`src/hdl/cvq_pkg.sv`:
```
// Shared constants and types for the codebook vector quantizer.
package cvq_pkg;

    // Default sizes
    localparam int DEF_MAX_CODEWORDS  = 64;
    localparam int DEF_MAX_DIMS       = 128;
    localparam int DEF_SET_SIZE_LIMIT = 4096;

    // Field widths
    localparam int CW_IDX_W   = 6;
    localparam int DIM_IDX_W  = 7;
    localparam int CENT_W     = 16;
    localparam int DESC_W     = 8;
    localparam int COUNT_W    = 12;
    localparam int VALUE_W    = 17;
    localparam int CFG_DATA_W = 8;
    localparam int CFG_IDX_W  = 1;

    // Element difference and its square
    localparam int DIFF_W = CENT_W + 1;
    localparam int SQ_W   = 2 * CENT_W;

    // Configuration register indexes
    localparam logic [CFG_IDX_W-1:0] REG_CODEWORDS = 1'd0;
    localparam logic [CFG_IDX_W-1:0] REG_DIMS      = 1'd1;

    // Register reset values
    localparam logic [6:0] RST_CODEWORDS = 7'd64;
    localparam logic [7:0] RST_DIMS      = 8'd128;

    // Kind codes
    localparam logic KIND_CODEBOOK   = 1'b0;
    localparam logic KIND_DESCRIPTOR = 1'b1;

    // Tag traveling with each element pair through the distance unit
    typedef struct packed {
        logic valid;
        logic last;
    } t_mac_tag;

endpackage

```
`src/hdl/cvq_div.sv`:
```
// Bit-serial restoring divider for the normalized bin value.
module cvq_div #(
    parameter int CB = 12
) (
    input  logic                              i_clk,
    input  logic                              i_rst_n,
    input  logic                              i_start,
    input  logic [CB+15:0]                    i_num,
    input  logic [CB-1:0]                     i_den,
    output logic                              o_done,
    output logic [cvq_pkg::VALUE_W-1:0]       o_quot
);
    import cvq_pkg::*;

    logic [CB-1:0]      r_rem;
    logic [VALUE_W-1:0] r_lo;
    logic [CB-1:0]      r_den;
    logic [4:0]         r_cnt;
    logic               r_busy;
    logic [CB:0]        trial;
    logic               fits;

    // Shift in the next numerator bit and test against the divisor
    assign trial = {r_rem, r_lo[VALUE_W-1]};
    assign fits  = trial >= {1'b0, r_den};

    always_ff @(posedge i_clk) begin
        if (!i_rst_n) begin
            r_busy <= 1'b0;
            o_done <= 1'b0;
            r_cnt  <= '0;
        end else begin
            o_done <= 1'b0;
            if (i_start) begin
                r_busy <= 1'b1;
                r_cnt  <= '0;
            end else if (r_busy) begin
                r_cnt <= r_cnt + 5'd1;
                if (r_cnt == 5'(VALUE_W - 1)) begin
                    r_busy <= 1'b0;
                    o_done <= 1'b1;
                end
            end
        end
        if (i_start) begin
            r_rem <= CB'(i_num >> VALUE_W);
            r_lo  <= i_num[VALUE_W-1:0];
            r_den <= i_den;
        end else if (r_busy) begin
            r_rem <= fits ? CB'(trial - {1'b0, r_den}) : trial[CB-1:0];
            r_lo  <= {r_lo[VALUE_W-2:0], fits};
        end
    end

    assign o_quot = r_lo;
endmodule

```
`config.mk`:
```
export PLATFORM = sky130hd
export DESIGN_NAME = cvq_div
export DESIGN_NICKNAME = d
export VERILOG_FILES = /design/src/hdl/cvq_pkg.sv /design/src/hdl/cvq_div.sv
export SDC_FILE = /design/constraint.sdc
export NUM_CORES = 1
export LEC_CHECK = 0
export BUFFER_PORTS_ARGS = -buffer_cell sky130_fd_sc_hd__buf_2
export CAP_MARGIN = 20
export CORE_MARGIN = 5
export CORE_UTILIZATION = 35
export CTS_BUF_LIST = sky130_fd_sc_hd__clkbuf_16
export CTS_CLUSTER_SIZE = 25
export DETAILED_ROUTE_END_ITERATION = 6
export PLACE_DENSITY = 0.62
export SLEW_MARGIN = 20
export SYNTH_ARGS = -nofsm -noshare
export SYNTH_HDL_FRONTEND = slang
export SYNTH_SLANG_ARGS = --single-unit
export TNS_END_PERCENT = 1
```
`constraint.sdc`:
```
create_clock -name i_clk -period 7.1 [get_ports i_clk]
set_clock_uncertainty 0.1 [all_clocks]
set_input_delay 1.065 -clock i_clk [delete_from_list [all_inputs] [get_ports i_clk]]
set_output_delay 1.065 -clock i_clk [all_outputs]
set_load 0.03 [all_outputs]
```
==> metrics.md <==
| Metric | Value |
|---|---|
| CTS buffer count | `5` |
| CTS clock-pin slew for the worst setup and hold paths | `0.07 ns` |
| Hold Path Class | `reg2reg` |
| Quantity of hold-fixing buffers added after cts | `0` |
| Die Y | `96.9 um` |
| WL final | `5150 um` |
| GR Util met2 | `18.5%` |
| F_max | `0.347 GHz` |
| DRC violations left | `0` |
| Dpl cell area | `3030 um2` |
| Min Tclk post-route | `2.89 ns` |
| IO Count | `61` |
| Ys flop type | `edfxtp_1` |
| Die width | `96.9 um` |
| Syn Area/Cell | `12.0 um2` |
| Crit-path cells | `ha_1, nand3_1, o41ai_4, mux2_2, mux2_2` |
| Final hold violations | `0` |
| DRT antenna net count | `0` |
| Critical path launch point type | `flop` |
| WHS Endpoint | `o_done` |
| CTS tree | `built` |
| Status | `finished clean` |
| EDFF count, synth | `40` |
| Worst Hold Depth | `2` |
| CP max stage cell | `o41ai_4` |
| Most Crowded Layer GR | `met2` |
| GR met1 Demand/Resource | `14.5%` |
| Slowest stage delay, CP | `0.81 ns` |
| GR Overflow Total | `0` |
| Crit Path Max Fanout | `14` |
| Clk sinks | `48` |
| Input/output buffers | `60` |
| Worst reg2reg path startpoint | `r_rem[7]` |
| Synth warnings | `0` |
| Most frequent CP cell | `mux2_2` |
| H-tree levels | `2` |
| Maximum VDD drop | `0.000135 V` |
| Post-synth ARST share | `0%` |
| Crit path kind | `reg2reg` |
| Max Cap Violations | `0` |
| 1st-iter DRT viols | `65` |
| Worst endpoint data arrival time | `2.83 ns` |
| Syn nets | `279` |
| Ant. Diodes | `0` |
| First drt pass iteration count | `4` |
| Root buffer cell | `clkbuf_16` |
| CP Buf/Inv Count | `0` |
| Final slew viol count | `0` |
| P per Cell Area | `300 nW/um2` |
| Slew HR | `43.6%` |
| # Post-CTS Setup Buffers | `0` |
| Avg WL per Cell | `13.6 um` |
| Std cell rows | `31` |
| Final number of setup-violating endpoints | `0` |
| Sequential fraction of the synthesis area | `51.5%` |
| Worst Tran Pin Value | `0.843 ns` |
| GRT Util Overall | `11.3%` |
| Nets@finish | `338` |
| Fill count | `713` |
| Post-Syn Area | `2650 um2` |
| RSZ-0062 raised after global routing | `no` |
| Synth-to-layout area growth | `21.1%` |
| Non-Filler Cell Area, Final | `3200 um2` |
| Via count | `1832` |
| Yosys reg bits | `48` |
| Layout cells sized above 1 | `35.2%` |
| Routability cong. | `0.781` |
| Synth unique cells | `48` |
| Initial core utilization | `36.3%` |
| Cell depth of the worst flop-to-flop path | `5` |
| Worst-Skew Late Latency | `0.29 ns` |
| Top delay family on crit path | `compound AO/OA/AOI/OAI gates` |
| Post-CTS sizing | `0` |
| Worst R2R Setup Slack | `4.21 ns` |
| Cell count after synthesis | `221` |
| Global-route met3 utilization | `3.24%` |
| Dpl hpwl | `3640 um` |
| Crit. End Element | `flop` |
| DIE AREA | `9400 um2` |
| Vias in the first global route | `1928` |
| Reg-to-reg endpoint | `r_rem[7]` |
| Via density per instance | `4.82` |
| Pleak | `0.00134 uW` |
| Hold_sp | `r_cnt[4]` |
| Setup TNS | `0 ns` |
| First-pass GRT wire length | `8890 um` |
| Core Area | `7290 um2` |
| Final period util | `40.6%` |
| Worst Path Required | `7.04 ns` |
| Initial antenna violation count | `0` |
| Max clock buf depth | `2` |
| Largest net degree at the start of global routing | `59` |
[metal layers]
layer,vias up,routed length (um)
met5,-,0
li1,932,-
met1,844,2450
met4,0,72
met3,5,304
met2,51,2320
[cell usage in the layout (no fill, tap or decap), drive strengths merged, types with 6 or more instances in the layout]
master	Yosys	layout
buf	4	61
edfxtp	40	40
mux2	20	20
inv	19	20
nor2	14	14
ha	14	14
a21oi	14	14
nand2	12	12
dfxtp	8	8
xnor2	6	6
xor2	6	6
o21ai	6	6
[worst max-delay path by stage]
stage,start,cells past startpoint,endpoint,slack (ns)
floorplan,o_quot[16],10,r_rem[10],4.39
global placement,i_start,3,o_quot[3],4.21
detailed placement,r_rem[7],5,r_rem[7],4.19
CTS,r_rem[7],5,r_rem[7],4.18
global route,r_rem[4],7,r_rem[7],4.05
finish,r_rem[7],5,r_rem[7],4.21
[cells in the mapped netlist, drive strengths merged (6+ instances only)]
cell type / n / area, um2
ha: 14 / 175
mux2: 20 / 225
nand2: 12 / 45.0
xor2: 6 / 52.6
o21ai: 6 / 30.0
inv: 19 / 71.3
a21oi: 14 / 81.3
xnor2: 6 / 52.6
edfxtp: 40 / 1200
dfxtp: 8 / 160
nor2: 14 / 52.6
[where the power goes]
group	internal (uW)	leakage (uW)	total, uW	switching, uW
Sequential	352	0.000465	372	19.8
Clock	167	0.0000804	274	106
Combinational	139	0.000794	317	178
Total	659	0.00134	963	304
[sequential cells by signal, summed over array words and instances (netlist names)]
signal / flops
r_cnt: 5
r_den: 12
o_quot: 17
r_rem: 12
o_done: 1
r_busy: 1
[worst reg2reg max path: cells and delay by family (launching register included)]
family                     cells  cell delay (ns)
DFF                            1             0.40
adders and majority gates      1             0.44
muxes                          2             0.66
and+or+nand+nor                1             0.23
AOI/OAI and AO/OA              1             0.81
[through the flow]
stage	total power (uW)	setup WS (ns)	hold slack, ns	cells	util [%]
after floorplan	631	4.39	0.369	221	-
after global placement	691	4.21	0.396	372	41.6
after detailed placement	696	4.19	0.390	372	41.6
after CTS	973	4.18	0.423	380	43.9
after global routing	1020	4.05	0.469	380	43.9
final	963	4.21	0.421	380	43.9
[final cells by class]
type / instances / area, um2 / area share (%)
timing repair buffer: 61 / 308 / 9.61
multi-input combinational: 145 / 1170 / 36.5
clock buffer: 5 / 125 / 3.90
inverter: 19 / 71.3 / 2.23
tap: 99 / 124 / 3.87
sequential: 48 / 1360 / 42.5
clock inverter: 3 / 46.3 / 1.44
[cells by family (layout without fill, tap and decap cells)]
kind of cell             count (synthesis)  in the layout  synth area share [%]
AND/OR/NAND/NOR                         50             50                  9.70
flip-flops                              48             48                  51.5
AO/OA/AOI/OAI                           44             44                  13.1
buffers and inverters                   28             88                  4.35
multiplexers                            24             24                  10.0
adder cells (fa/ha/maj)                 15             15                  7.38
XOR/XNOR                                12             12                  3.97
(Power assumes the default switching activity.)
