===== src/hdl/cvq_ram.sv =====
// Generic simple dual-port RAM with registered read.
module cvq_ram #(
    parameter int WIDTH = 8,
    parameter int DEPTH = 16
) (
    input  logic                                       i_clk,
    input  logic                                       i_we,
    input  logic [((DEPTH > 1) ? $clog2(DEPTH) : 1)-1:0] i_waddr,
    input  logic [WIDTH-1:0]                           i_wdata,
    input  logic [((DEPTH > 1) ? $clog2(DEPTH) : 1)-1:0] i_raddr,
    output logic [WIDTH-1:0]                           o_rdata
);
    logic [WIDTH-1:0] r_mem [DEPTH];

    // Write port and registered read port
    always_ff @(posedge i_clk) begin
        if (i_we) begin
            r_mem[i_waddr] <= i_wdata;
        end
        o_rdata <= r_mem[i_raddr];
    end
endmodule


===== config.mk =====
export PLATFORM = sky130hd
export DESIGN_NAME = cvq_ram
export DESIGN_NICKNAME = d
export VERILOG_FILES = /design/src/hdl/cvq_ram.sv
export SDC_FILE = /design/constraint.sdc
export NUM_CORES = 1
export LEC_CHECK = 0
export ABC_AREA = 1
export BUFFER_PORTS_ARGS = -buffer_cell sky130_fd_sc_hd__buf_2
export CAP_MARGIN = 25
export CORE_MARGIN = 8
export CORE_UTILIZATION = 35
export CTS_CLUSTER_SIZE = 8
export DETAILED_ROUTE_END_ITERATION = 8
export PLACE_DENSITY = 0.49
export SYNTH_ARGS = -nofsm -noshare
export SYNTH_HDL_FRONTEND = slang
export SYNTH_SLANG_ARGS = --single-unit

===== constraint.sdc =====
create_clock -name i_clk -period 1.3 [get_ports i_clk]
set_input_delay 0.065 -clock i_clk [delete_from_list [all_inputs] [get_ports i_clk]]
set_output_delay 0.065 -clock i_clk [all_outputs]
set_load 0.02 [all_outputs]

==> summary.md, run 1 <==
| Metric | Value |
|---|---|
| Hold Crit Class | primary input to register |
| Worst endpoint data arrival time | 1.37 ns |
| Global-route wire length before repair | 20600 um |
| Synth Net Count | 569 |
| Num CTS Buffers | 17 |
| # rows | 47 |
| Clock skew | 0.00623 ns |
| Post-route ant nets | 0 |
| Crit path top cell by count | nand3_1 |
| Met3 Wirelength | 501 um |
| Largest net degree at the start of global routing | 65 |
| Cell area after synthesis | 0.00577 sq mm |
| Final period utilization | 0.817 |
| I/O pins | 26 |
| WHS Path Cells | 3 |
| Number of global-route vias before repair | 3748 |
| Worst-path cell chain | inv_1, nand2_1, nand3_1, nand3_1, nand3_1, nand2_1 |
| Placement Setup Slack | roughly 0.12 ns |
| Max cap viols | 0 |
| Drt first pass iters | 4 |
| Die area | approximately 0.021 sq mm |
| Wire length on met2 | 6560 um |
| Hold EP | o_rdata[6] |
| Post-CTS Hold Buffers | 0 |
| WL met1 | around 6100 um |
| Setup repair after global routing missed its margin | false |
| CTS tree | done |
| Reg2reg end | o_rdata[2] |
| PwrDens | between 1500 and 2000 mW/mm^2 |
| Status | completed |
| Die W | 144 um |
| H-tree depth | 4 |
| Starting Density | 0.353 |
| Tightest Pin Transition | ~0.43 ns |
| Core Box Area | 0.0163 sq mm |
| Post-synthesis area per instance | 10.5 sq um |
| P_leak | 2.93 nW |
| Worst path slowest cell | edfxtp_1 |
| Unique masters post-synth | 12 |
| Fin. max-slew vios | 0 |
| Final setup TNS | 0 ns |
| FILL cells | 1611 |
| Share of post-route cells with drive strength above 1 | 0.123 |
| Synth Register Bits | 136 |
| Crit path launch | r_mem[1][2] |
| Final setup vio count | 0 |
| # clock sinks | around 140 |
| Slew HR | 0.714 |
| Clk root buf | clkbuf_16 |
| Layout area overhead | 17.7% |
| CP max stage delay | roughly 0.36 ns |
| CTS resizes | 0 |
| Worst VDD drop | ~0.94 mV |
| Cell family with most CP delay | simple AND/OR/NAND/NOR gates |
| Routed vias/inst | 4.57 |
| Total global routing overflow | 0 |
| Ant diodes | 0 |
| Reg2reg setup slack | ~0.24 ns |
| Starting DRT DRC Count | ~270 |
| Highest Signal Layer | met4 |
| DRC | 0 |
| Vias | 3782 |
| Seq/Total Area, Yosys | 0.694 |
| Reg2reg start | r_mem[1][2] |
| Post-DP HPWL | 8550 um |
| Setup Fix Bufs, Post-CTS | 0 |
| Data required, critical path | 1.61 ns |
| Worst-path clk slew | 0.06 ns |
| CP Buf/Inv Count | 1 |
| Clock buffer depth | 2 |
| Drt wl/cell | 16.3 um |
| Nets | 613 |
| Skew-Pair Late Insertion Delay | 0.42 ns |
| Startpoint types | register |
| Port buffer count | 25 |
| Min Tclk post-route | ~1.1 ns |
| GRT Util Overall | 0.139 |
| Warnings, synthesis | 0 |
| Die span in y | around 140 um |
| Highest clock rate | 942 MHz |
| Final WL | between 10000 and 15000 um |
| Crit-path max FO | 1 |
| Post-Synthesis Cells | about 550 |
| Gpl congestion | 0.810 |
| Final setup margin | between 0.2 and 0.25 ns |
| Antenna violations before repair | 0 |
| Total Power | 0.0102 W |
| Cells on worst reg2reg path | 6 |
| Hold_sp | i_raddr[3] |
| Hold Violations, Final | 0 |
| Crit Path Class | register to register |
| Nature of the critical path endpoint | register |
==> cells in the mapped netlist <==
library cell  instances  area share
nand2_1             173        0.11
edfxtp_1            128        0.67
inv_1               100       0.065
nand3_1              97       0.084
nor2_1               17       0.011
buf_2                13       0.011
dfxtp_1               8       0.028
buf_6                 6       0.012
buf_4                 4      0.0052
inv_2                 2      0.0013
nand3b_1              2      0.0026
buf_1                 1     0.00065
==> stage by stage <==
stage           util  hold WS [ns]  area, sq um  instances
2_1_floorplan      -         0.164         5770        551
3_3_place_gp   0.380         0.447         6220        796
3_5_place_dp   0.380         0.457         6220        796
4_1_cts        0.415       0.00537         6790        828
5_1_grt        0.415        0.0178         6790        828
6_report       0.415        0.0229         6790        828
==> tightest hold or removal path, cell delays in order <==
cell and delay, ns:
buf_2 0.18, nand3_1 0.11, nand2_1 0.04
==> registers in the layout, indices dropped and copies added (netlist names) <==
register and count:
o_rdata 8, r_mem 128
==> cell families after synthesis <==
logic type             synth area share
AND/OR/NAND/NOR                   0.210
flip-flops                        0.694
buffers and inverters            0.0952
==> routing by layer <==
| layer | vias up | GRT usage |
|---|---|---|
| met5 | - | 0 |
| met3 | 23 | 0.0376 |
| met1 | 1810 | 0.166 |
| li1 | 1861 | - |
| met4 | 0 | 0.0717 |
| met2 | 88 | 0.228 |
==> cells in the final DEF, fill, tap and decap left out, types with 3 or more instances in the layout <==
| master | netlist | layout |
|---|---|---|
| clkinv_1 | 0 | 6 |
| buf_12 | 0 | 3 |
| clkinv_2 | 0 | 3 |
| nand2_1 | 173 | 173 |
| nor2_1 | 17 | 17 |
| dfxtp_1 | 8 | 8 |
| clkbuf_16 | 0 | 17 |
| buf_2 | 13 | 25 |
| bufinv_16 | 0 | 3 |
| nand3_1 | 97 | 97 |
| inv_1 | 100 | 100 |
| buf_4 | 4 | 21 |
| edfxtp_1 | 128 | 128 |
==> how the worst max path moves through the flow <==
stage / endpoint / cells past startpoint
after floorplan: r_mem[10][0] / 2
after detailed placement: o_rdata[2] / 7
after global routing: o_rdata[6] / 6
after global placement: o_rdata[6] / 8
final: o_rdata[2] / 6
after CTS: o_rdata[2] / 6
==> power breakdown <==
group,switching (W),internal (W)
clock network,0.00168,0.00296
registers,0.0000276,0.00490
logic,0.000455,0.000189
total,0.00217,0.00805
==> layout make-up <==
type | instances | area, sq um | share of cell area
Sequential cell | 136 | 4000 | 0.590
Multi-Input combinational cell | 289 | 1210 | 0.179
Clock buffer | 19 | 433 | 0.0638
Inverter | 102 | 383 | 0.0564
Timing Repair Buffer | 49 | 343 | 0.0505
Tap cell | 220 | 275 | 0.0406
Clock inverter | 13 | 135 | 0.0199
No activity file was read; power rests on OpenSTA's default activity.
==> run 2: changes to the inputs <==
==> constraint.sdc (replaced) <==
create_clock -name i_clk -period 1 [get_ports i_clk]
set_input_delay 0.05 -clock i_clk [delete_from_list [all_inputs] [get_ports i_clk]]
set_output_delay 0.05 -clock i_clk [all_outputs]
set_load 0.02 [all_outputs]
==> summary.md, run 2 (synthesis results as in run 1) <==
| Metric | Value |
|---|---|
| Worst path slowest cell | dfxtp_1 (was edfxtp_1) |
| Final period utilization | 0.960 |
| Final setup vio count | 0 (unchanged) |
| Starting Density | 0.353 (unchanged) |
| Post-route ant nets | 0 (unchanged) |
| Psw | 0.00293 W (was 0.00217 W) |
| Max cap viols | 0 (unchanged) |
| Drt wl/cell | 16.9 um (was 16.3 um) |
| Ant diodes | 0 (unchanged) |
| Status | completed (unchanged) |
| Clk root buf | clkbuf_16 (unchanged) |
| Nets | 619 (was 613) |
| P_leak | 3.04 nW (was 2.93 nW) |
| Worst VDD drop | 1.25 mV (was 0.940 mV) |
| Drt first pass iters | 5 (was 4) |
| Max reg flops | 128 (unchanged) |
| Nature of the critical path endpoint | output port (was register) |
| Clock skew | 0.00815 ns (was 0.00623 ns) |
| Largest net degree at the start of global routing | 65 (unchanged) |
| CTS tree | done (unchanged) |
| Layout Cells excl Fill | 834 (was 828) |
| Biggest register | r_mem (unchanged) |
| Die span in y | 144 um (unchanged) |
| Min Tclk post-route | 0.960 ns |
| Worst-path cell chain | buf_2 (was inv_1, nand2_1, nand3_1, nand3_1, nand3_1, nand2_1) |
| Vias | 3825 (was 3782) |
| Reg2reg setup slack | 0.06 ns (was 0.24 ns) |
| Fin. max-slew vios | 0 (unchanged) |
| Highest clock rate | 1040 MHz |
| Final WL | 14100 um (was 13500 um) |
| Clock buffer depth | 2 (unchanged) |
| Gpl congestion | 0.787 (was 0.810) |
| Internal power | 0.0108 W (was 0.00805 W) |
| Sequential power share | 0.468 (was 0.483) |
| # clock sinks | 136 (unchanged) |
| Antenna violations before repair | 0 (unchanged) |
| Setup repair after global routing missed its margin | true (was false) |
| Most common cell after layout, fill and taps aside | nand2_1 (unchanged) |
| Slew HR | 0.712 (was 0.714) |
| Data required, critical path | 0.95 ns (was 1.61 ns) |
| Design Area, Final | 0.00708 sq mm (was 0.00679 sq mm) |
| Layout area overhead | 22.8% (was 17.7%) |
| Startpoint types | register (unchanged) |
| Skew-Pair Late Insertion Delay | 0.42 ns (about the same) |
| Crit-path max FO | 1 (unchanged) |
| CP max stage delay | 0.33 ns (was 0.36 ns) |
| Routed vias/inst | 4.59 (was 4.57) |
| PwrDens | 1940 mW/mm^2 (was 1510 mW/mm^2) |
| Hold Crit Class | primary input to register (unchanged) |
| Die W | 144 um (unchanged) |
| Die area | 0.0208 sq mm (unchanged) |
| Commonest non-fill, non-tap cells in the layout | nand2_1, edfxtp_1, inv_1, nand3_1 (was nand2_1, edfxtp_1, inv_1, nand3_1, buf_2) |
| Tightest Pin Transition | 0.432 ns (was 0.429 ns) |
| DRC | 0 (unchanged) |
| I/O pins | 26 (unchanged) |
| CP Buf/Inv Count | 1 (unchanged) |
| Total global routing overflow | 0 (unchanged) |
| Worst endpoint data arrival time | 0.91 ns (was 1.37 ns) |
| Gate power share | 0.070 (was 0.063) |
| Largest registers | r_mem: 128 flops, o_rdata: 8 flops (unchanged) |
| Cells after DPL | 800 (was 796) |
| Switching Share | 0.214 (was 0.212) |
| Global-route wire length before repair | 22200 um (was 20600 um) |
| Cell family with most CP delay | flip-flops (was simple AND/OR/NAND/NOR gates) |
| Crit Path Class | register to output port (was register to register) |
| Core Box Area | 0.0163 sq mm (unchanged) |
| Number of global-route vias before repair | 3973 (was 3748) |
| H-tree depth | 4 (unchanged) |
| # rows | 47 (unchanged) |
| GRT Util Overall | 0.148 (was 0.139) |
| Placement Cell Area | 0.00627 sq mm (was 0.00622 sq mm) |
| Starting DRT DRC Count | 313 (was 265) |
| Num CTS Buffers | 17 (unchanged) |
| Hold Violations, Final | 0 (unchanged) |
| Clock power share | 0.462 (was 0.454) |
| Port buffer count | 25 (unchanged) |
| Worst-path clk slew | 0.06 ns (about the same) |
| Post-DP HPWL | 9020 um (was 8550 um) |
| Share of post-route cells with drive strength above 1 | 0.187 (was 0.123) |
-- run 2: cell types whose count changed in the layout (fill, tap and decap cells not counted), sizes merged --
cell / change
bufinv: +1
inv: -1
clkbuf: -1
buf: +5
dlygate4sd3: +1
clkinv: +1
-- run 2: repair_timing --
item / 4_1_cts / 5_1_grt
endpoints found under the setup margin: 6 / 9
setup buffers: 0 / 1
gates resized for setup: 9 / 32
hold buffers: 1 / 0
pin swaps: 1 / 9
hold endpoints to repair: 2 / 0
-- run 2: worst paths after layout --
check / startpoint / endpoint / depth (start not counted)
setup / recovery: o_rdata[7] / o_rdata[7] / 1
hold / removal: i_wdata[0] / r_mem[11][0] / 1
setup reg to reg: r_mem[15][3] / o_rdata[3] / 6
hold reg to reg: r_mem[13][2] / o_rdata[2] / 6
-- run 2: layer usage --
layer	track usage	part of all wire	vias to the layer above
met3	0.0320	0.041	16
met5	0	0	-
met1	0.181	0.44	1872
li1	-	-	1877
met4	0.0674	0.018	0
met2	0.247	0.50	60
-- run 2: metrics by stage --
stage / TNS [ns] / hold WS (ns) / utilization / power, W / setup WS, ns
final: 0 / 0.0529 / 0.433 / 0.0137 / 0.0400
after global routing: -0.0469 / 0.0400 / 0.433 / 0.0142 / -0.0204
after CTS: 0 / 0.0412 / 0.422 / 0.0137 / 0.00602
after detailed placement: -6.93 / 0.351 / 0.384 / 0.00742 / -0.164
after global placement: -4.98 / 0.358 / 0.384 / 0.00741 / -0.133
after floorplan: -0.0540 / 0.149 / - / 0.00702 / -0.000845
-- run 2: area by class of cell --
cell class	count	area, sq um
Clock buffer	18	429
Fill cell	1632	9270
Inverter	102	387
Sequential cell	136	4010
Timing Repair Buffer	55	435
Tap cell	220	275
Multi-Input combinational cell	289	1390
Clock inverter	14	161
-- run 2: power by group through the flow --
stage	combinational, W	sequential (W)	clock (W)
2_1_floorplan	0.000450	0.00657	0
3_3_place_gp	0.000874	0.00653	0
3_5_place_dp	0.000885	0.00653	0
4_1_cts	0.000907	0.00642	0.00642
5_1_grt	0.00106	0.00643	0.00668
6_report	0.000954	0.00642	0.00634
