<file path="src/hdl/cvq_pkg.sv">
// Shared constants and types for the codebook vector quantizer.
package cvq_pkg;

    // Default sizes
    localparam int DEF_MAX_CODEWORDS  = 64;
    localparam int DEF_MAX_DIMS       = 128;
    localparam int DEF_SET_SIZE_LIMIT = 4096;

    // Field widths
    localparam int CW_IDX_W   = 6;
    localparam int DIM_IDX_W  = 7;
    localparam int CENT_W     = 16;
    localparam int DESC_W     = 8;
    localparam int COUNT_W    = 12;
    localparam int VALUE_W    = 17;
    localparam int CFG_DATA_W = 8;
    localparam int CFG_IDX_W  = 1;

    // Element difference and its square
    localparam int DIFF_W = CENT_W + 1;
    localparam int SQ_W   = 2 * CENT_W;

    // Configuration register indexes
    localparam logic [CFG_IDX_W-1:0] REG_CODEWORDS = 1'd0;
    localparam logic [CFG_IDX_W-1:0] REG_DIMS      = 1'd1;

    // Register reset values
    localparam logic [6:0] RST_CODEWORDS = 7'd64;
    localparam logic [7:0] RST_DIMS      = 8'd128;

    // Kind codes
    localparam logic KIND_CODEBOOK   = 1'b0;
    localparam logic KIND_DESCRIPTOR = 1'b1;

    // Tag traveling with each element pair through the distance unit
    typedef struct packed {
        logic valid;
        logic last;
    } t_mac_tag;

endpackage

</file>
<file path="src/hdl/cvq_mac.sv">
// Shared squared-difference multiply and distance accumulator.
module cvq_mac #(
    parameter int DIST_W = 40
) (
    input  logic                      i_clk,
    input  logic                      i_rst_n,
    input  cvq_pkg::t_mac_tag         i_tag,
    input  logic [cvq_pkg::CENT_W-1:0] i_centroid,
    input  logic [cvq_pkg::DESC_W-1:0] i_descriptor,
    output logic                      o_done,
    output logic [DIST_W-1:0]         o_dist
);
    import cvq_pkg::*;

    logic signed [DIFF_W-1:0]   diff;
    logic signed [2*DIFF_W-1:0] sq;
    logic [SQ_W-1:0]            r_prod;
    t_mac_tag                   r_ptag;
    logic [DIST_W-1:0]          r_acc;
    logic [DIST_W-1:0]          sum;

    // Centroid minus descriptor scaled to Q8.8
    assign diff = $signed({1'b0, i_centroid}) - $signed({1'b0, i_descriptor, 8'd0});
    assign sq   = diff * diff;
    assign sum  = r_acc + DIST_W'(r_prod);

    // Register the square, then accumulate
    always_ff @(posedge i_clk) begin
        if (!i_rst_n) begin
            r_ptag <= '0;
            r_acc  <= '0;
            o_done <= 1'b0;
        end else begin
            r_ptag <= i_tag;
            o_done <= r_ptag.valid && r_ptag.last;
            if (r_ptag.valid) begin
                r_acc <= r_ptag.last ? '0 : sum;
            end
        end
        r_prod <= sq[SQ_W-1:0];
        if (r_ptag.valid && r_ptag.last) begin
            o_dist <= sum;
        end
    end
endmodule

</file>
<file path="config.mk">
export PLATFORM = sky130hd
export DESIGN_NAME = cvq_mac
export DESIGN_NICKNAME = d
export VERILOG_FILES = /design/src/hdl/cvq_pkg.sv /design/src/hdl/cvq_mac.sv
export SDC_FILE = /design/constraint.sdc
export NUM_CORES = 1
export LEC_CHECK = 0
export BUFFER_PORTS_ARGS = -buffer_cell sky130_fd_sc_hd__buf_2
export CAP_MARGIN = 20
export CORE_AREA = 2 2 143 200
export DETAILED_ROUTE_END_ITERATION = 7
export DIE_AREA = 0 0 145 202
export GPL_ROUTABILITY_DRIVEN = 0
export MAX_ROUTING_LAYER = met4
export PLACE_DENSITY = 0.72
export SLEW_MARGIN = 20
export SYNTH_ARGS = -nofsm -noshare
export SYNTH_HDL_FRONTEND = slang
export SYNTH_SLANG_ARGS = --single-unit
</file>
<file path="constraint.sdc">
create_clock -name i_clk -period 8.66 [get_ports i_clk]
set_input_delay 0.866 -clock i_clk [delete_from_list [all_inputs] [get_ports i_clk]]
set_output_delay 0.866 -clock i_clk [all_outputs]
set_load 0.05 [all_outputs]
</file>
==> flow_results.org, run 1 <==
** Outcome
- Outcome :: completed

** STA
- The max-slew violation total from the final report came to 0.
- Share of the clock period used by the worst path after layout :: 0.924
- Number of hold violations in the final report :: 0
- Clock Skew :: 6.26 ps
- Setup violations remaining at the end of the flow were counted as 0.
- Worst slew slack as a fraction of its limit :: 0.277
- Setup repair after global routing left no endpoint under its margin.
- Measured slew at the worst slew-check pin :: 1080 ps
- Adding up every negative setup slack in the final design gives 0 ps.
- Based on the critical path, the design can be clocked at up to 0.125 GHz.
- The worst path needs 8010 ps of the cycle, external delays included.

** Detailed routing
- Post-detailed-routing wire length :: 33200 um
- The routed layout has 10856 vias.
- The count of nets left with antenna violations once routing finished came out at 0.
- For this run, the detailed router's first-pass iteration total came to 5.
- Detailed-route vias per instance :: 5.43
- In the routed design, unresolved DRC markers number 0.
- Iter 0 DRT Violations :: 607
- Wire per inst :: 16.6 um

** Logic synthesis
- After synthesis, the mean cell area works out to 9.58 sq um.
- For this run, the register share of the synthesized area comes to 0.180.
- In the synthesized netlist the dominant register cell turns out to be sky130_fd_sc_hd__dfxtp_1.
- Of the post-synthesis cell area, the dominant cell type holds 0.346.
- Syn nets :: 1964
- Count of distinct cell types in the synthesized netlist :: 64
- The Yosys step of the flow raised 0 warnings.
- Yosys instantiated no cell more often than sky130_fd_sc_hd__inv_1.
- Fraction of synthesis flops using an asynchronous set or reset pin :: 0
- Summed over all instances, the cell type with the most area after synthesis is sky130_fd_sc_hd__fa_1.
- Netlist area before placement :: 0.0149 sq mm
- Seq cells post-synth :: 114
- Number of flops mapped to enable cells by yosys :: 40
- The cell count after synthesis came out at 1557.
- Synth top cells by count :: sky130_fd_sc_hd__inv_1 (334), sky130_fd_sc_hd__fa_1 (258), sky130_fd_sc_hd__ha_1 (121), sky130_fd_sc_hd__nand2_1 (116), sky130_fd_sc_hd__nor2_1 (75)
- Cells taking the most area after synthesis :: sky130_fd_sc_hd__fa_1 (35%), sky130_fd_sc_hd__ha_1 (10%), sky130_fd_sc_hd__dfxtp_1 (9.9%)

** Worst setup path
- The worst setup path is captured at a register.
- The worst register-to-register path ends at r_acc[28]$_SDFFE_PN0P_.
- Of all nets on the critical path, the largest fanout is 17.
- Launching point of the worst reg2reg path :: r_acc[0]$_SDFFE_PN0P_
- In this design, the stage delay of the slowest critical-path cell is 520 ps.
- STA puts the critical path data required time at 8990 ps.
- Worst setup path category :: in2reg
- In this design, the largest share of critical-path delay is due to adder cells.
- CP Launch Type :: input port
- R2R cell count :: 10
- The slowest stage of the critical path is the sky130_fd_sc_hd__fa_1 cell.
- Number of buffers and inverters on the critical path :: 7
- In this run the register-to-register setup slack is 5460 ps.
- By instance count, the cell type seen most on the critical path is sky130_fd_sc_hd__fa_1.
- At the worst endpoint, the arrival time is 8340 ps.

** Clock network
- In this run the deepest clock path goes through 2 buffers.
- Cts repair resizes :: 0
- The cell sitting at the root of the clock tree is a sky130_fd_sc_hd__clkbuf_16.
- The H-tree generated during clock tree synthesis spans 4 levels.
- Clock-pin slew was measured on the worst setup and hold paths at 50 ps.
- Worst-Skew Late Latency :: 410 ps
- Count of clock tree sinks :: 114
- CTS tree :: yes
- Number of buffers inserted during clock tree synthesis :: 17
- Number of buffers added to fix hold violations after cts :: 0
- The number of setup buffers added after CTS is 0.

** Floorplan
- In this run the count of I/O pins placed on the die edge is 69.
- In this run the core area contains 72 standard-cell rows.
- For this configuration, the core starts out at a cell density of 0.543.
- Measured along the y axis, the die boundary spans 202 um.
- Area of the core :: 0.0275 sq mm
- The die covers 0.0293 sq mm.
- Floorplan die width :: 145 um

** Cells and area
- The repair_antennas step left the layout with diodes totalling 0.
- Summing all multi-input logic gate instances after layout gives 0.0108 sq mm.
- The final layout contains 2024 nets.
- Once layout is done, the placed cells without fillers occupy 0.0163 sq mm.
- Count of filler cells inserted in the layout :: 2400
- For this run, the number of standard cells in the final layout without fillers is 2000.
- Flip-flop and latch area :: 0.00268 sq mm
- Relative to the synthesized area, the layout overhead comes to 9.09%.
- Of the cells placed in the final design, the portion with a size suffix greater than 1 is 0.0822.

** GRT
- The layer flagged by global routing as most heavily used is met2.
- Entering global routing, the biggest net connects 36 pins.
- The initial antenna violation count was 0.
- First-pass GRT wire length :: 56600 um
- Summed over all layers, the global routing overflow is 0.
- The via count of the first global-routing pass was 12022.
- For met3 alone, demand over resource in global routing was 0.0278.
- For this run, global-route usage on met1 was measured as 0.259.
- Total global-route track usage :: 0.247
- Met2 track demand over resource :: 0.469

** Worst hold path
- Hold Path Cell Cnt :: 2
- The worst hold path terminates at r_acc[31]$_SDFFE_PN0P_.
- Startpoint of the tightest hold check path :: r_acc[31]$_SDFFE_PN0P_
- The worst hold path belongs to the class reg2reg.

** Placement
- Counting tap cells, the placed design contains a total of 1968 instances.
- Detailed placement ended at an HPWL of 27000 um.
- Quantity of I/O buffers inserted on ports :: 68
- After detailed placement, the total cell area comes to 0.0157 sq mm.

** Job
- Across the run, the number of max-cap violations was 0.
-- worst max-delay path by stage --
stage	startpoint	end	slack, ps	depth (start not counted)
floorplan	i_centroid[8]	r_prod[31]$_DFF_P_	600	28
CTS	i_descriptor[1]	r_prod[31]$_DFF_P_	690	31
global placement	i_centroid[8]	r_prod[31]$_DFF_P_	440	32
detailed placement	i_descriptor[1]	r_prod[31]$_DFF_P_	240	31
global route	i_descriptor[1]	r_prod[30]$_DFF_P_	120	31
finish	i_descriptor[1]	r_prod[31]$_DFF_P_	650	31
-- worst reg2reg max path: cells and delay by family (launching register included) --
| family | cells | cell delay [ps] |
|---|---|---|
| fa+ha+maj | 2 | 440 |
| flops | 1 | 310 |
| simple gates | 2 | 600 |
| compound gates | 6 | 1780 |
-- sequential cells by signal, summed over array words and instances (netlist names) --
signal / flops
o_dist: 40
r_acc: 40
r_prod: 31
r_ptag: 2
o_done: 1
-- per-layer routing --
layer,part of all wire,wire length [um]
met1,0.37,12400
met2,0.55,18200
met3,0.035,1150
met4,0.041,1360
met5,0,0
-- layout make-up --
type,count,area share
multi-input combinational,1063,0.664
inverter,335,0.0773
clock inverter,15,0.0100
timing repair buffer,86,0.0292
clock buffer,17,0.0262
tap,370,0.0285
sequential,114,0.165
-- metrics by stage --
step	setup WS, ps	utilization	hold slack (ps)
2_1_floorplan	603	-	445
3_3_place_gp	437	0.570	460
3_5_place_dp	241	0.570	472
4_1_cts	687	0.592	481
5_1_grt	119	0.592	499
6_report	655	0.592	483
-- cells by family (layout without fill, tap and decap cells) --
| logic type | after synthesis | after routing | share of synthesized area |
|---|---|---|---|
| AOI/OAI and AO/OA | 219 | 219 | 0.0992 |
| buffers and inverters | 380 | 453 | 0.0965 |
| xor gates and xnor gates | 84 | 84 | 0.0493 |
| and+or+nand+nor | 379 | 379 | 0.126 |
| adders and majority gates | 379 | 379 | 0.448 |
| muxes | 2 | 2 | 0.00134 |
| DFF | 114 | 114 | 0.180 |
-- cells in the final DEF (no fill, tap or decap), types with 6 or more instances in the layout --
master	netlist	layout
sky130_fd_sc_hd__o211ai_1	8	8
sky130_fd_sc_hd__nand3_1	31	31
sky130_fd_sc_hd__ha_1	121	121
sky130_fd_sc_hd__clkinv_4	0	6
sky130_fd_sc_hd__nor2b_1	15	15
sky130_fd_sc_hd__nor2_1	75	74
sky130_fd_sc_hd__dfxtp_1	74	74
sky130_fd_sc_hd__a21o_1	22	22
sky130_fd_sc_hd__buf_2	4	68
sky130_fd_sc_hd__clkbuf_16	0	17
sky130_fd_sc_hd__fa_1	258	258
sky130_fd_sc_hd__o21bai_1	6	6
sky130_fd_sc_hd__a22o_1	6	6
sky130_fd_sc_hd__nand2b_1	17	17
sky130_fd_sc_hd__o21a_1	13	13
sky130_fd_sc_hd__and2_1	53	53
sky130_fd_sc_hd__nor3_1	12	12
sky130_fd_sc_hd__a22oi_1	18	18
sky130_fd_sc_hd__a32o_1	6	6
sky130_fd_sc_hd__xnor2_1	61	60
sky130_fd_sc_hd__a21oi_1	57	57
sky130_fd_sc_hd__and3_1	16	16
sky130_fd_sc_hd__inv_1	334	334
sky130_fd_sc_hd__a31oi_1	10	10
sky130_fd_sc_hd__xor2_1	23	23
sky130_fd_sc_hd__o21ai_0	31	31
sky130_fd_sc_hd__nand2_1	116	116
sky130_fd_sc_hd__a211oi_1	7	7
sky130_fd_sc_hd__nand4_1	8	8
sky130_fd_sc_hd__or2_2	8	8
sky130_fd_sc_hd__buf_4	2	18
sky130_fd_sc_hd__edfxtp_1	40	40
Power of run 1 is not shown: default switching activity piles up to over one toggle a cycle in this logic, so the estimate is an artifact.
==> run 2: changes to the inputs <==
CORE_AREA = 2 2 172 258   (was 2 2 143 200)
DIE_AREA = 0 0 174 260   (was 0 0 145 202)
PLACE_DENSITY = unset   (was 0.72)
==> run 2 against run 1 <==
Die area is 54% higher. Via count is 0.35% lower. Clock-buffer cell count is 2 higher. First-iteration DRC count is 31% lower. Clock skew is 2.2 ps higher. Final area is 1.6% higher. Worst setup slack worse by 76 ps. Critical path depth is 1 lower. Routed wire length is 6.5% higher. Final cell count is 10% higher. Critical endpoint unchanged.
==> flow_results.org, run 2 (same netlist as run 1, synthesis figures left out) <==
** Outcome
- Outcome :: completed

** STA
- Pins over their slew limit :: 0
- After layout, the worst setup slack is 579 ps.
- Clock Skew :: 8.49 ps
- The routed design could run at a clock period as short as 8080 ps.
- For the pin with the worst max-slew slack, the measured transition is 1150 ps.
- Final-layout setup total negative slack :: 0 ps
- Worst slew slack as a fraction of its limit :: 0.230
- The number of hold violations in the final report came to 0.
- Share of the clock period used by the worst path after layout :: 0.933
- Setup repair after global routing left no endpoint under its margin.
- Final Setup Violations :: 0
- For this run, the top clock speed supported by timing is 0.124 GHz.

** Worst setup path
- Dominant cell type by count on the critical path :: sky130_fd_sc_hd__fa_1
- Slowest cell on crit path :: sky130_fd_sc_hd__fa_1
- Endpoint kind of the worst setup timing path :: register
- CP Launch Type :: input port
- Of all nets on the critical path, the largest fanout is 6.
- The critical path is of the in2reg type.
- For this run, the slowest stage of the critical path takes 550 ps.
- At the worst endpoint, the arrival time is 8370 ps.
- At the worst endpoint, the required time is 8950 ps.

** Detailed routing
- For this run, design rule violations remaining after detail routing come to 0.
- The routed design has 35300 um of wire.
- The count of nets left with antenna violations once routing finished came out at 0.
- After detailed routing, the number of vias per cell comes to 4.92.
- The pre-antenna-repair detailed-routing pass consisted of 5 iterations.
- Iter 0 DRT Violations :: 421
- Across all layers, the routed design uses 10818 vias.
- Dividing the detail-routed wire length by the instance count gives 16.1 um.

** Clock network
- After clock tree synthesis, the clock-pin slew on the worst setup and hold paths is 60 ps.
- Number of buffers inserted to repair setup after CTS :: 0
- CTS tree :: yes
- In this run, post-CTS hold repair placed 0 buffers.
- Max Root-Sink Buffers :: 2
- At the later pin of the worst-skew pair, clock insertion delay measures 420 ps.
- The H-tree was split into 4 levels.
- After clock tree synthesis, the repair step resized 0 gates.
- The root buffer cell chosen for the clock tree is sky130_fd_sc_hd__clkbuf_16.
- Number of buffers inserted during clock tree synthesis :: 17
- Count of clock tree sinks :: 114

** Cells and area
- Area of combinational cells with multiple inputs :: 0.0108 sq mm
- The library cell used most frequently in the layout, excluding fill and tap cells, is sky130_fd_sc_hd__inv_1.
- Relative area change from synthesis to final layout :: 10.8%
- Fraction of layout cells with a size suffix above 1 :: 0.0816
- Post-layout nets :: 2024
- In the final layout, flip-flops and latches occupy 0.00268 sq mm.
- Counting the fill cells in the layout gives 4327.
- Largest registers in the final layout :: o_dist: 40 flops, r_acc: 40 flops, r_prod: 31 flops
- Antenna fix cells :: 0
- In the layout the commonest cells are sky130_fd_sc_hd__inv_1 (334), sky130_fd_sc_hd__fa_1 (258), sky130_fd_sc_hd__ha_1 (121).

** GRT
- Antenna violations before repair :: 0
- The via count of the first global-routing pass came to 12083.
- Global routing finished with a remaining overflow of 0.
- Total global-route track usage :: 0.169
- Entering global routing, the biggest net connects 41 pins.
- The first global-routing pass estimated 59200 um of wire.

** Floorplan
- Floorplan die width :: 174 um
- Measured along the y axis, the die boundary spans 260 um.
- Area of the core :: 0.0428 sq mm
- Full die area :: 0.0452 sq mm
- 69 I/O pins were placed.
- The initial utilization of the core area, before any placement, comes to 0.348.
- Row cnt :: 93

** Placement
- Detailed placer's ending HPWL :: 28800 um
- Buffers placed on the I/O ports in this run total 68.
- Post-placement setup slack :: 213 ps

** Worst hold path
- Hold Crit Class :: reg2reg

** Job
- Max-capacitance violation count :: 0
-- run 2: cell types whose count changed in the layout (fill, tap and decap cells not counted), moves of 2 or more --
cell and delta:
sky130_fd_sc_hd__clkinv_2 +3, sky130_fd_sc_hd__clkinv_4 -4, sky130_fd_sc_hd__clkinvlp_4 -2, sky130_fd_sc_hd__inv_6 +2
-- run 2: path summary, 6_finish.rpt --
kind                            endpoint  cells after the start                    from  slack (ps)
setup / recovery      r_prod[31]$_DFF_P_                     30         i_descriptor[1]         580
hold reg to reg   r_acc[24]$_SDFFE_PN0P_                      2  r_acc[24]$_SDFFE_PN0P_         470
setup reg to reg  r_acc[32]$_SDFFE_PN0P_                     10       r_prod[0]$_DFF_P_        5400
hold / removal    r_acc[24]$_SDFFE_PN0P_                      2  r_acc[24]$_SDFFE_PN0P_         470
-- run 2: critical path: cells and delay by family --
family                   cells  cell delay [ps]
AO/OA/AOI/OAI               11             2610
XOR/XNOR                     1              110
adder cells (fa/ha/maj)      8             3610
buffers and inverters        6              380
AND/OR/NAND/NOR              4              800
-- run 2: layout make-up --
| class | instances | share of cell area |
|---|---|---|
| inverter | 335 | 0.0762 |
| timing repair buffer | 86 | 0.0288 |
| clock inverter | 13 | 0.00962 |
| tap | 570 | 0.0432 |
| multi-input combinational | 1063 | 0.653 |
| clock buffer | 19 | 0.0268 |
| sequential | 114 | 0.162 |
-- run 2: layer usage --
| metal | GRT usage | up-vias | part of all wire |
|---|---|---|---|
| met1 | 0.171 | 5475 | 0.38 |
| li1 | - | 5065 | - |
| met3 | 0.0137 | 82 | 0.021 |
| met4 | 0.0796 | 0 | 0.044 |
| met2 | 0.328 | 196 | 0.56 |
| met5 | - | - | 0 |
-- run 2: stage by stage --
stage | area [sq um] | hold slack, ps | instances | utilization
floorplan | 14900 | 445 | 1557 | -
global placement | 15900 | 455 | 2168 | 0.372
detailed placement | 15900 | 465 | 2168 | 0.372
CTS | 16500 | 473 | 2200 | 0.386
global route | 16500 | 484 | 2200 | 0.386
finish | 16500 | 471 | 2200 | 0.386
Power of run 2 is left out for the same reason.
